===== src/rtl/slrg_pkg.sv =====
`timescale 1ns / 1ps
// ----------------------------------------------------------------------------
// slrg_pkg
// Shared types, constants and the Lehmer step function for the shuffled
// Lehmer random generator.
// ----------------------------------------------------------------------------
package slrg_pkg;

  localparam int unsigned WORD_W = 31;

  typedef logic [WORD_W-1:0] word_t;

  localparam logic [14:0]     LEHMER_MULT = 15'd16807;
  localparam logic [WORD_W:0] LEHMER_MOD  = 32'd2147483647;
  localparam word_t           SAT_LIMIT   = 31'd2147483389;

  typedef enum logic [2:0] {
    ST_IDLE,
    ST_INIT,
    ST_DIV,
    ST_READ,
    ST_WRITE
  } state_t;

  // One step of state * 16807 mod (2^31 - 1), folded with the Mersenne trick.
  function automatic word_t lehmer_next(input word_t s);
    logic [WORD_W+14:0] prod;
    logic [WORD_W:0]    fold;
    logic [WORD_W:0]    red;
    prod = {15'b0, s} * {31'b0, LEHMER_MULT};
    fold = {1'b0, prod[WORD_W-1:0]} + {17'b0, prod[WORD_W+14:WORD_W]};
    red  = (fold >= LEHMER_MOD) ? (fold - LEHMER_MOD) : fold;
    return red[WORD_W-1:0];
  endfunction

endpackage


===== src/rtl/slrg_table.sv =====
`timescale 1ns / 1ps
// ----------------------------------------------------------------------------
// slrg_table
// Shuffle table memory: one write port, one read port, registered read data.
// ----------------------------------------------------------------------------
module slrg_table #(
  parameter int unsigned DEPTH = 32,
  parameter int unsigned AW    = 5
) (
  input  logic                  clk,
  input  logic                  wr_en,
  input  logic [AW-1:0]         wr_addr,
  input  slrg_pkg::word_t       wr_data,
  input  logic [AW-1:0]         rd_addr,
  output slrg_pkg::word_t       rd_data
);
  import slrg_pkg::*;

  word_t mem [DEPTH];
  word_t rd_data_r;

  always_ff @(posedge clk) begin
    if (wr_en) begin
      mem[wr_addr] <= wr_data;
    end
  end

  always_ff @(posedge clk) begin
    rd_data_r <= mem[rd_addr];
  end

  assign rd_data = rd_data_r;

endmodule


===== src/rtl/slrg_slot_div.sv =====
`timescale 1ns / 1ps
// ----------------------------------------------------------------------------
// slrg_slot_div
// Slot index unit: divides the last output by the constant slot divisor with
// a reciprocal estimate and one correction step, then clamps to the table.
// ----------------------------------------------------------------------------
module slrg_slot_div #(
  parameter int unsigned DEPTH = 32,
  parameter int unsigned AW    = 5
) (
  input  logic                  clk,
  input  logic                  rst_n,
  input  logic                  start,
  input  slrg_pkg::word_t       dividend,
  output logic                  done,
  output logic [AW-1:0]         slot
);
  import slrg_pkg::*;

  localparam int unsigned QW = $clog2(DEPTH + 1);
  localparam int unsigned PW = WORD_W + QW;
  // The estimate (x * floor(2^31 / NDIV)) >> 31 is never above the true
  // quotient and at most one below it, so one compare fixes it.
  localparam logic [63:0] NDIV64  = 64'd1 + 64'd2147483646 / 64'(DEPTH);
  localparam logic [63:0] RECIP64 = 64'h8000_0000 / NDIV64;
  localparam logic [PW-1:0] NDIV_P  = NDIV64[PW-1:0];
  localparam logic [PW-1:0] RECIP_P = RECIP64[PW-1:0];

  logic          load_r, load_nxt;
  logic          est_r, est_nxt;
  logic          done_r, done_nxt;
  word_t         x_r, x_nxt;
  logic [QW-1:0] qe_r, qe_nxt;
  logic [QW-1:0] q_r, q_nxt;
  logic [PW-1:0] prod;
  logic [PW-1:0] back;
  logic [PW-1:0] rem;
  logic          fits;

  assign prod = PW'(x_r) * RECIP_P;
  assign back = PW'(qe_r) * NDIV_P;
  assign rem  = PW'(x_r) - back;
  assign fits = (rem >= NDIV_P);

  always_comb begin
    load_nxt = 1'b0;
    est_nxt  = 1'b0;
    done_nxt = 1'b0;
    x_nxt    = x_r;
    qe_nxt   = qe_r;
    q_nxt    = q_r;
    if (start) begin
      x_nxt    = dividend;
      load_nxt = 1'b1;
    end
    if (load_r) begin
      qe_nxt  = prod[PW-1:WORD_W];
      est_nxt = 1'b1;
    end
    if (est_r) begin
      q_nxt    = qe_r + QW'(fits);
      done_nxt = 1'b1;
    end
  end

  always_ff @(posedge clk) begin
    if (!rst_n) begin
      load_r <= 1'b0;
      est_r  <= 1'b0;
      done_r <= 1'b0;
    end else begin
      load_r <= load_nxt;
      est_r  <= est_nxt;
      done_r <= done_nxt;
    end
  end

  always_ff @(posedge clk) begin
    x_r  <= x_nxt;
    qe_r <= qe_nxt;
    q_r  <= q_nxt;
  end

  assign done = done_r;
  assign slot = (q_r >= QW'(DEPTH)) ? AW'(DEPTH - 1) : q_r[AW-1:0];

endmodule


===== src/rtl/shuffled_lehmer_random_generator_core.sv =====
`timescale 1ns / 1ps
// ----------------------------------------------------------------------------
// shuffled_lehmer_random_generator_core
// Minimal standard Lehmer generator (x * 16807 mod 2^31-1) behind a
// Bays-Durham shuffle table; each request returns one saturated random word.
// ----------------------------------------------------------------------------
//
//   Channel   Ports                              Direction
//   -------   --------------------------------   ----------------------------
//   in        in_valid/in_ready, in_reseed       request, into the core
//   out       out_valid/out_ready, out_value,    result word, out of the core
//             out_saturated
//   cfg       cfg_wr_en, cfg_wr_data             seed register write, no wait
//
// A normal request is accepted in idle; the next waits until its steps are
// done: the accept issues the table read, the write-back step writes back
// and registers the result, the slot index unit runs through its load,
// estimate and done registers, and then the new slot is loaded.
// A request that reinitializes first runs TABLE_DEPTH + 8 generator steps,
// one per cycle, the last TABLE_DEPTH written through the single write port
// of the table memory, then a slot computation and a table read. Reset is
// synchronous and active low; the table needs no clearing since the first
// request fills it. A result not taken holds the next request in write-back.
// ----------------------------------------------------------------------------
module shuffled_lehmer_random_generator_core #(
  parameter int unsigned TABLE_DEPTH = 32
) (
  input  logic                  clk,
  input  logic                  rst_n,
  input  logic                  in_valid,
  output logic                  in_ready,
  input  logic                  in_reseed,
  output logic                  out_valid,
  input  logic                  out_ready,
  output slrg_pkg::word_t       out_value,
  output logic                  out_saturated,
  input  logic                  cfg_wr_en,
  input  slrg_pkg::word_t       cfg_wr_data
);
  import slrg_pkg::*;

  localparam int unsigned AW = (TABLE_DEPTH > 1) ? $clog2(TABLE_DEPTH) : 1;
  localparam int unsigned CW = $clog2(TABLE_DEPTH + 8);

  state_t        state_r, state_nxt;
  word_t         seed_r, seed_nxt;
  word_t         gen_r, gen_nxt;
  logic          init_done_r, init_done_nxt;
  logic          pending_r, pending_nxt;
  logic [CW-1:0] cnt_r, cnt_nxt;
  logic [AW-1:0] slot_r, slot_nxt;
  logic          out_valid_r, out_valid_nxt;
  word_t         out_value_r, out_value_nxt;
  logic          out_sat_r, out_sat_nxt;

  word_t         gen_step;
  word_t         seed_start;
  logic          mem_we;
  logic [AW-1:0] mem_waddr;
  word_t         mem_wdata;
  word_t         mem_rdata;
  logic          div_start;
  word_t         div_dividend;
  logic          div_done;
  logic [AW-1:0] div_slot;

  assign gen_step = lehmer_next(gen_r);

  // The seed 2^31-1 reduces to zero, and zero is taken as one.
  assign seed_start = (seed_r == '0 || seed_r == LEHMER_MOD[WORD_W-1:0]) ?
                      word_t'(1) : seed_r;

  slrg_table #(
    .DEPTH (TABLE_DEPTH),
    .AW    (AW)
  ) u_table (
    .clk     (clk),
    .wr_en   (mem_we),
    .wr_addr (mem_waddr),
    .wr_data (mem_wdata),
    .rd_addr (slot_r),
    .rd_data (mem_rdata)
  );

  slrg_slot_div #(
    .DEPTH (TABLE_DEPTH),
    .AW    (AW)
  ) u_slot_div (
    .clk      (clk),
    .rst_n    (rst_n),
    .start    (div_start),
    .dividend (div_dividend),
    .done     (div_done),
    .slot     (div_slot)
  );

  always_comb begin
    state_nxt     = state_r;
    seed_nxt      = cfg_wr_en ? cfg_wr_data : seed_r;
    gen_nxt       = gen_r;
    init_done_nxt = init_done_r;
    pending_nxt   = pending_r;
    cnt_nxt       = cnt_r;
    slot_nxt      = slot_r;
    out_valid_nxt = out_valid_r && !out_ready;
    out_value_nxt = out_value_r;
    out_sat_nxt   = out_sat_r;
    mem_we        = 1'b0;
    mem_waddr     = cnt_r[AW-1:0];
    mem_wdata     = gen_step;
    div_start     = 1'b0;
    div_dividend  = gen_step;
    in_ready      = 1'b0;

    case (state_r)
      ST_IDLE: begin
        in_ready = 1'b1;
        if (in_valid) begin
          if (in_reseed || !init_done_r) begin
            gen_nxt     = seed_start;
            cnt_nxt     = CW'(TABLE_DEPTH + 7);
            pending_nxt = 1'b1;
            state_nxt   = ST_INIT;
          end else begin
            // The table read of the current slot is issued this cycle.
            gen_nxt   = gen_step;
            state_nxt = ST_WRITE;
          end
        end
      end

      ST_INIT: begin
        // One generator step per cycle; the last TABLE_DEPTH steps fill
        // the table from the top slot down to slot zero.
        gen_nxt = gen_step;
        mem_we  = (cnt_r < CW'(TABLE_DEPTH));
        if (cnt_r == '0) begin
          init_done_nxt = 1'b1;
          div_start     = 1'b1;
          div_dividend  = gen_step;
          state_nxt     = ST_DIV;
        end else begin
          cnt_nxt = cnt_r - 1'b1;
        end
      end

      ST_DIV: begin
        if (div_done) begin
          slot_nxt  = div_slot;
          state_nxt = pending_r ? ST_READ : ST_IDLE;
        end
      end

      ST_READ: begin
        gen_nxt     = gen_step;
        pending_nxt = 1'b0;
        state_nxt   = ST_WRITE;
      end

      ST_WRITE: begin
        // Read data of the slot is valid here and stays valid while stalled.
        if (!out_valid_r || out_ready) begin
          mem_we        = 1'b1;
          mem_waddr     = slot_r;
          mem_wdata     = gen_r;
          out_valid_nxt = 1'b1;
          if (mem_rdata > SAT_LIMIT) begin
            out_value_nxt = SAT_LIMIT;
            out_sat_nxt   = 1'b1;
          end else begin
            out_value_nxt = mem_rdata;
            out_sat_nxt   = 1'b0;
          end
          div_start    = 1'b1;
          div_dividend = mem_rdata;
          state_nxt    = ST_DIV;
        end
      end

      default: begin
        state_nxt = ST_IDLE;
      end
    endcase
  end

  always_ff @(posedge clk) begin
    if (!rst_n) begin
      state_r     <= ST_IDLE;
      seed_r      <= word_t'(1);
      gen_r       <= word_t'(1);
      init_done_r <= 1'b0;
      pending_r   <= 1'b0;
      out_valid_r <= 1'b0;
      slot_r      <= '0;
    end else begin
      state_r     <= state_nxt;
      seed_r      <= seed_nxt;
      gen_r       <= gen_nxt;
      init_done_r <= init_done_nxt;
      pending_r   <= pending_nxt;
      out_valid_r <= out_valid_nxt;
      slot_r      <= slot_nxt;
    end
  end

  always_ff @(posedge clk) begin
    cnt_r       <= cnt_nxt;
    out_value_r <= out_value_nxt;
    out_sat_r   <= out_sat_nxt;
  end

  assign out_valid     = out_valid_r;
  assign out_value     = out_value_r;
  assign out_saturated = out_sat_r;

endmodule

===== config.mk =====
export PLATFORM = sky130hd
export DESIGN_NAME = shuffled_lehmer_random_generator_core
export DESIGN_NICKNAME = d
export VERILOG_FILES = /design/src/rtl/slrg_pkg.sv /design/src/rtl/slrg_table.sv /design/src/rtl/slrg_slot_div.sv /design/src/rtl/shuffled_lehmer_random_generator_core.sv
export SDC_FILE = /design/constraint.sdc
export NUM_CORES = 2
export LEC_CHECK = 0
export BUFFER_PORTS_ARGS = -buffer_cell sky130_fd_sc_hd__buf_2
export CAP_MARGIN = 20
export CORE_ASPECT_RATIO = 2
export CORE_UTILIZATION = 57
export DETAILED_ROUTE_END_ITERATION = 6
export PLACE_DENSITY = 0.86
export REMOVE_ABC_BUFFERS = 1
export SLEW_MARGIN = 20
export SYNTH_ARGS = -nofsm -noshare
export SYNTH_HDL_FRONTEND = slang
export SYNTH_SLANG_ARGS = --single-unit

===== constraint.sdc =====
create_clock -name clk -period 9.08 [get_ports clk]
set_input_delay 1.816 -clock clk [delete_from_list [all_inputs] [get_ports clk]]
set_output_delay 1.816 -clock clk [all_outputs]
set_load 0.02 [all_outputs]

# Word level (Yosys, flattened, before mapping)
# Memories as Yosys holds them, arrays and structs flattened. A register that Yosys moved wholly into a read port is not among the register bits.
# Index checks and enable logic that the tools add are counted.
# op_classes
addsub	5
n_mul	1
div	0
n_lt_le_gt_ge	5
n_eq_ne	11
shift	0
mux	39
bitwise	0
reduce_logical	21
# op_table
operator	count
two-way mux 31 bit	8
case mux 31 bit (2 select lines)	1
multiplier 31 x 15 -> 46 bit (second input constant)	1
greater-or-equal comparator 37 x 27 -> 1 bit (second input constant)	1
adder 31 x 15 -> 32 bit	1
greater-or-equal comparator 32 x 31 -> 1 bit (second input constant)	1
subtractor 31 x 31 -> 32 bit	1
== test 31 bit (second input constant)	1
> comparator 31 bit (second input constant)	1
logical NOT 31 bit	1
subtractor 31 bit (second input constant)	1
two-way mux 6 bit	3
two-way mux 3 bit	5
two-way mux 5 bit	3
case mux 3 bit (5 select lines)	1
two-way mux 1 bit	13
case mux 6 bit (2 select lines)	1
inequality test 2 bit (second input constant)	5
AND reduction 2 bit	4
AND reduction 4 bit	2
adder 5 x 1 -> 6 bit	1
== test 3 x 2 -> 1 bit (second input constant)	2
greater-or-equal comparator 6 bit (second input constant)	1
logical NOT 6 bit	1
other kinds (14)	22
# word_totals
ff_bits	156
latchBits	0
ramBits	992
mem_bits_ro	0
wordCells	99
n_memories	1
# mem_list
name	words	width	read_ports	rd_clocked_by_memory_dff	write_ports	line	rtl
u_table.mem	32	31	1	1	1	slrg_table.sv:19	word_t mem [DEPTH];

# Logic depth before layout (Yosys ltp)
# depth
depth_word	7
depth_mapped	41
ltp_nobuf	39

# Hierarchy
# From an unflattened synthesis, not the netlist that was laid out.
# unflattened
hier_cells	4056
area_unflattened_um2	55498.2
# modules_own_cells
mod	instances	cells_each	area_per_inst_um2	seq_area_each_um2
slrg_table	1	2192	39163.8	30409.2
shuffled_lehmer_random_generator_core	1	1803	15471.1	2602.5
slrg_slot_div	1	61	863.3	540.5

# Worst setup path after synthesis
# OpenSTA, ideal clock, no wires.
# synth_path
path_kind	register to register
startpoint	register gen_r[15]
endpoint	memory u_table.mem[0][1] in the netlist's numbering, data pin
arrival_time_ps	9650
required_time_ps	8703
setup_slack_ps	-947
stages_incl_launch_ff	38
n_path_buf	3
period_less_slack_ps	10027
path_cell_list	dfxtp_1 inv_1 fa_1 inv_1 ha_1 inv_1 fa_1 inv_1 fa_1 fa_1 fa_1 ha_1 buf_2 nor3_1 o31ai_1 nand2_1 nor4_1 o21ai_0 (+2 left out) a2111oi_0 nor2_1 a21oi_1 xor2_1 ha_1 clkbuf_1 nand4_1 nand3b_1 a31oi_1 a21oi_1 nor3b_1 nand3b_1 a211o_1 a221oi_2 a31oi_4 buf_6 mux2i_2 a21oi_1
# synth_between
elab_chain_cells	6
# synth_lines
item	line	rtl
start, declared	shuffled_lehmer_random_generator_core.sv:47	word_t gen_r, gen_nxt;
start signal, assigned	shuffled_lehmer_random_generator_core.sv:190	gen_r <= word_t'(1);
start signal, assigned	shuffled_lehmer_random_generator_core.sv:198	gen_r <= gen_nxt;
multiplier 31 x 15 -> 46 bit (*)	slrg_pkg.sv:30	prod = {15'b0, s} * {31'b0, LEHMER_MULT};
adder 31 x 15 -> 32 bit (*)	slrg_pkg.sv:31	fold = {1'b0, prod[WORD_W-1:0]} + {17'b0, prod[WORD_W+14:WORD_W]};
subtractor 31 bit or greater-or-equal comparator 32 x 31 -> 1 bit (tied branches)	slrg_pkg.sv:32	red = (fold >= LEHMER_MOD) ? (fold - LEHMER_MOD) : fold;
two-way mux 31 bit (*)	slrg_pkg.sv:32	
two-way mux 31 bit	shuffled_lehmer_random_generator_core.sv:162	if (!out_valid_r || out_ready) begin
two-way mux 31 bit (*)	shuffled_lehmer_random_generator_core.sv:115	case (state_r)
via mem_wdata[1]	shuffled_lehmer_random_generator_core.sv:60	word_t mem_wdata;
end, declared	slrg_table.sv:19	
# The timed path passes the listed nets; every way through them passes the cells marked *.

# Final worst setup path
# layout_path
startpoint	register gen_r[15]
endpoint	memory u_table.mem[26][9] in the netlist's numbering, data pin
# Same word-level chain as after synthesis.

==> metrics.yaml <==
run_status:
  status: "finished with violations"
  violations: "design-rule violations, negative setup slack"
yosys:
  async_flop_share_pct: 0
  yosysTopAreaCell: "edfxtp_1"
  synth_area_leaders: "edfxtp_1 (59%), mux4_2 (13%), fa_1 (5.0%)"
  synth_flop_cell: "edfxtp_1"
  ys_seq_area_share_pct: 62.5
  synth_cells: 3216
  syn-cell-area_mm2: 0.0537
  synth_top_area_share_pct: 58.5
  synth_edf_count: 1046
  yosysWarnings: 0
  synthDistinctLibCells: 86
  postSynthAreaPerCell_um2: 16.7
  synthTopCellsByCount: "edfxtp_1 (1046), mux4_2 (310), inv_1 (307)"
  synth_most_common_cell: "edfxtp_1"
  synth-seq-cells: 1153
grt:
  grtUsageTotal_pct: 36.6
  grt_max_degree: 139
  antenna_found_initial: 7
  grt_pass1_vias: 35000
  grt_overflow_total: 0
  grt_pass1_wl_um: 242000
floorplan:
  start_util_pct: 57.8
  chipHeight_um: 436
  coreArea_mm2: 0.0929
  pin_count: 71
  die_w_um: 219
  die_area_mm2: 0.0955
  rows: 158
layout:
  layoutNonFillerInstCount: 4914
  final_net_count: 4017
  drive_gt1_share_pct: 31.4
  fillers: 5736
  area_growth_pct: 17.1
setup_path:
  r2r_setup_slack_ns: -0.93
  setup.worst_path.class: "flop to flop"
  rr_worst_depth: 44
  rr_startpoint: "gen_r[15]$_SDFFE_PN0P_"
  r2r-end: "u_table.mem[26][9]$_DFFE_PP_"
  path_buf_inv: 12
  crit_path_max_fanout: 16
  path_delay_family: "adder cells"
  end_kind: "flop"
  cpMaxStageDelayCell: "fa_1"
  path_common_cell: "fa_1"
  cp.arrival_ns: 10.57
  startpoint_type: "flop"
  cp.required_ns: 9.65
  cp_slowest_stage_delay_ns: 0.55
sta:
  layout_setup_ws_ns: -0.928
  fmax_mhz: 99.9
  final.setup_skew_ns: 0.0521
  drv_slew: 0
  period_needed_ns: 10.01
  finalHoldViolations: 0
  slew_headroom_pct: 21.1
  setup_violations: 1028
  final.period_utilization_pct: 110
  whs_ns: 0.442
  finalSetupTns_ns: -744.93
  rsz0062_at_grt: "true"
  worst_pin_slew_ns: 1.18
run:
  max_cap_viol_count: 0
cts:
  ctsRootBufferMaster: "clkbuf_16"
  clock_latency_ns: 0.72
  holdBufCountCts: 0
  clock_path_buffers: 3
  cts_sinks: 1153
  numCtsBuffers: 91
  clk_pin_slew_ns: 0.07
  htree_levels: 3
  cts_tree: "built"
detailed_routing:
  drt_first_pass_iters: 7
  viasPerCell: 6.88
  ant_nets: 0
  via_count: 33800
  drt_wl_total_um: 173000
  drt_iter0_drc: 4512
  drc: 1
  routedWlPerCell_um: 35.2
place:
  place_congestion: 1.04
  port_buffers: 70
  dp_hpwl_um: 99700
  placed_cells: 4703
hold_path:
  hold_path.class: "flop to flop"
  hold_depth: 0
  hp-start: "u_table.rd_data[19]$_DFF_P_"
  whs_endpoint: "out_value[19]$_SDFFCE_PP1P_"
## layout make-up
type	count	area, um^2	share of cell area [%]
sequential	1153	33600	53.4
multi-input combinational	1612	19500	31.1
timing repair buffer	468	3940	6.26
clock buffer	124	2480	3.95
tap	1200	1500	2.39
inverter	308	1170	1.86
clock inverter	46	668	1.06
antenna	3	7.51	0.0119
## worst reg2reg max path, delay by kind of cell (launching register included)
kind	cells	cell delay, ns
compound gates	14	2.40
xor+xnor	1	0.36
fa+ha+maj	8	3.40
buf+inv	12	1.52
flops	1	0.37
mux	1	0.31
simple gates	8	1.50
## per-layer routing
layer | vias up | part of all wire (%) | GRT usage (%)
met5 | - | 0.031 | 0
met4 | 8 | 11 | 32.4
met3 | 982 | 11 | 8.15
met2 | 2926 | 49 | 60.0
met1 | 16800 | 29 | 39.5
li1 | 13100 | - | -
## registers in the layout, indices dropped and copies added, names as in the netlist
signal and cells:
out_valid 1, seed_r 31, u_slot_div.q_r 6, cnt_r 6
u_table.rd_data 31, pending_r 1, u_slot_div.done 1, state_r 3
u_table.mem 992, out_saturated 1, u_slot_div.qe_r 5, slot_r 5
u_slot_div.x_r 5, init_done_r 1, u_slot_div.load_r 1, u_slot_div.est_r 1
out_value 31, gen_r 31
## per-stage QoR
stage               utilization (%)  setup slack (ns)  instance area (um^2)
global route                   67.7             -1.42                 62900
global placement               62.9             -1.34                 58400
finish                         67.7            -0.928                 62900
CTS                            66.8            -0.795                 62100
detailed placement             62.9             -1.53                 58400
floorplan                         -             -3.88                 53100
## worst max path at each step
stage          depth (start not counted)  slack [ns]                      endpoint              startpoint
2_1_floorplan                          3       -3.88  u_table.mem[15][0]$_DFFE_PP_  slot_r[0]$_SDFFE_PN0P_
3_3_place_gp                          42       -1.34   u_table.mem[4][8]$_DFFE_PP_  gen_r[15]$_SDFFE_PN0P_
3_5_place_dp                          42       -1.53  u_table.mem[15][8]$_DFFE_PP_  gen_r[15]$_SDFFE_PN0P_
4_1_cts                               45       -0.79  u_table.mem[28][9]$_DFFE_PP_  gen_r[15]$_SDFFE_PN0P_
5_1_grt                               45       -1.42  u_table.mem[27][9]$_DFFE_PP_  gen_r[13]$_SDFFE_PN0P_
6_report                              44       -0.93  u_table.mem[26][9]$_DFFE_PP_  gen_r[15]$_SDFFE_PN0P_
## cell families after synthesis
group	synth area share, %
AO/OA/AOI/OAI	4.03
AND/OR/NAND/NOR	4.43
XOR/XNOR	1.37
adder cells (fa/ha/maj)	9.95
flip-flops	62.5
buffers and inverters	3.22
multiplexers	14.5
## what timing repair did
item / CTS / global route
endpoints found under the setup margin: 1028 / 1028
setup buffers: 18 / 13
endpoints found under the hold margin: 0 / 0
resized for setup: 77 / 110
gates cloned: 2 / 10
pin swaps: 26 / 60
## cell usage in the layout, fill, tap and decap left out, types with 11 or more instances in the layout
master	n
a21o_1	16
a21oi_1	82
a21oi_2	17
and2_1	11
buf_12	33
buf_2	70
buf_4	343
buf_6	15
bufinv_16	12
clkbuf_1	26
clkbuf_16	97
clkinv_2	11
dfxtp_1	92
edfxtp_1	1046
fa_1	132
ha_1	197
ha_4	13
inv_1	292
mux2_2	36
mux2i_1	31
mux4_2	310
nand2_1	100
nand2b_1	16
nand3_1	24
nand4_1	21
nor2_1	73
nor2_4	38
nor2b_1	46
nor3_1	30
nor4_1	12
o21a_1	18
o21ai_0	54
o21ai_2	13
or2_2	15
xnor2_1	48
xor2_1	28
Power is left out: the tool's default activity adds up to more than one toggle a clock period on the data nets, which glitch-free logic cannot reach.
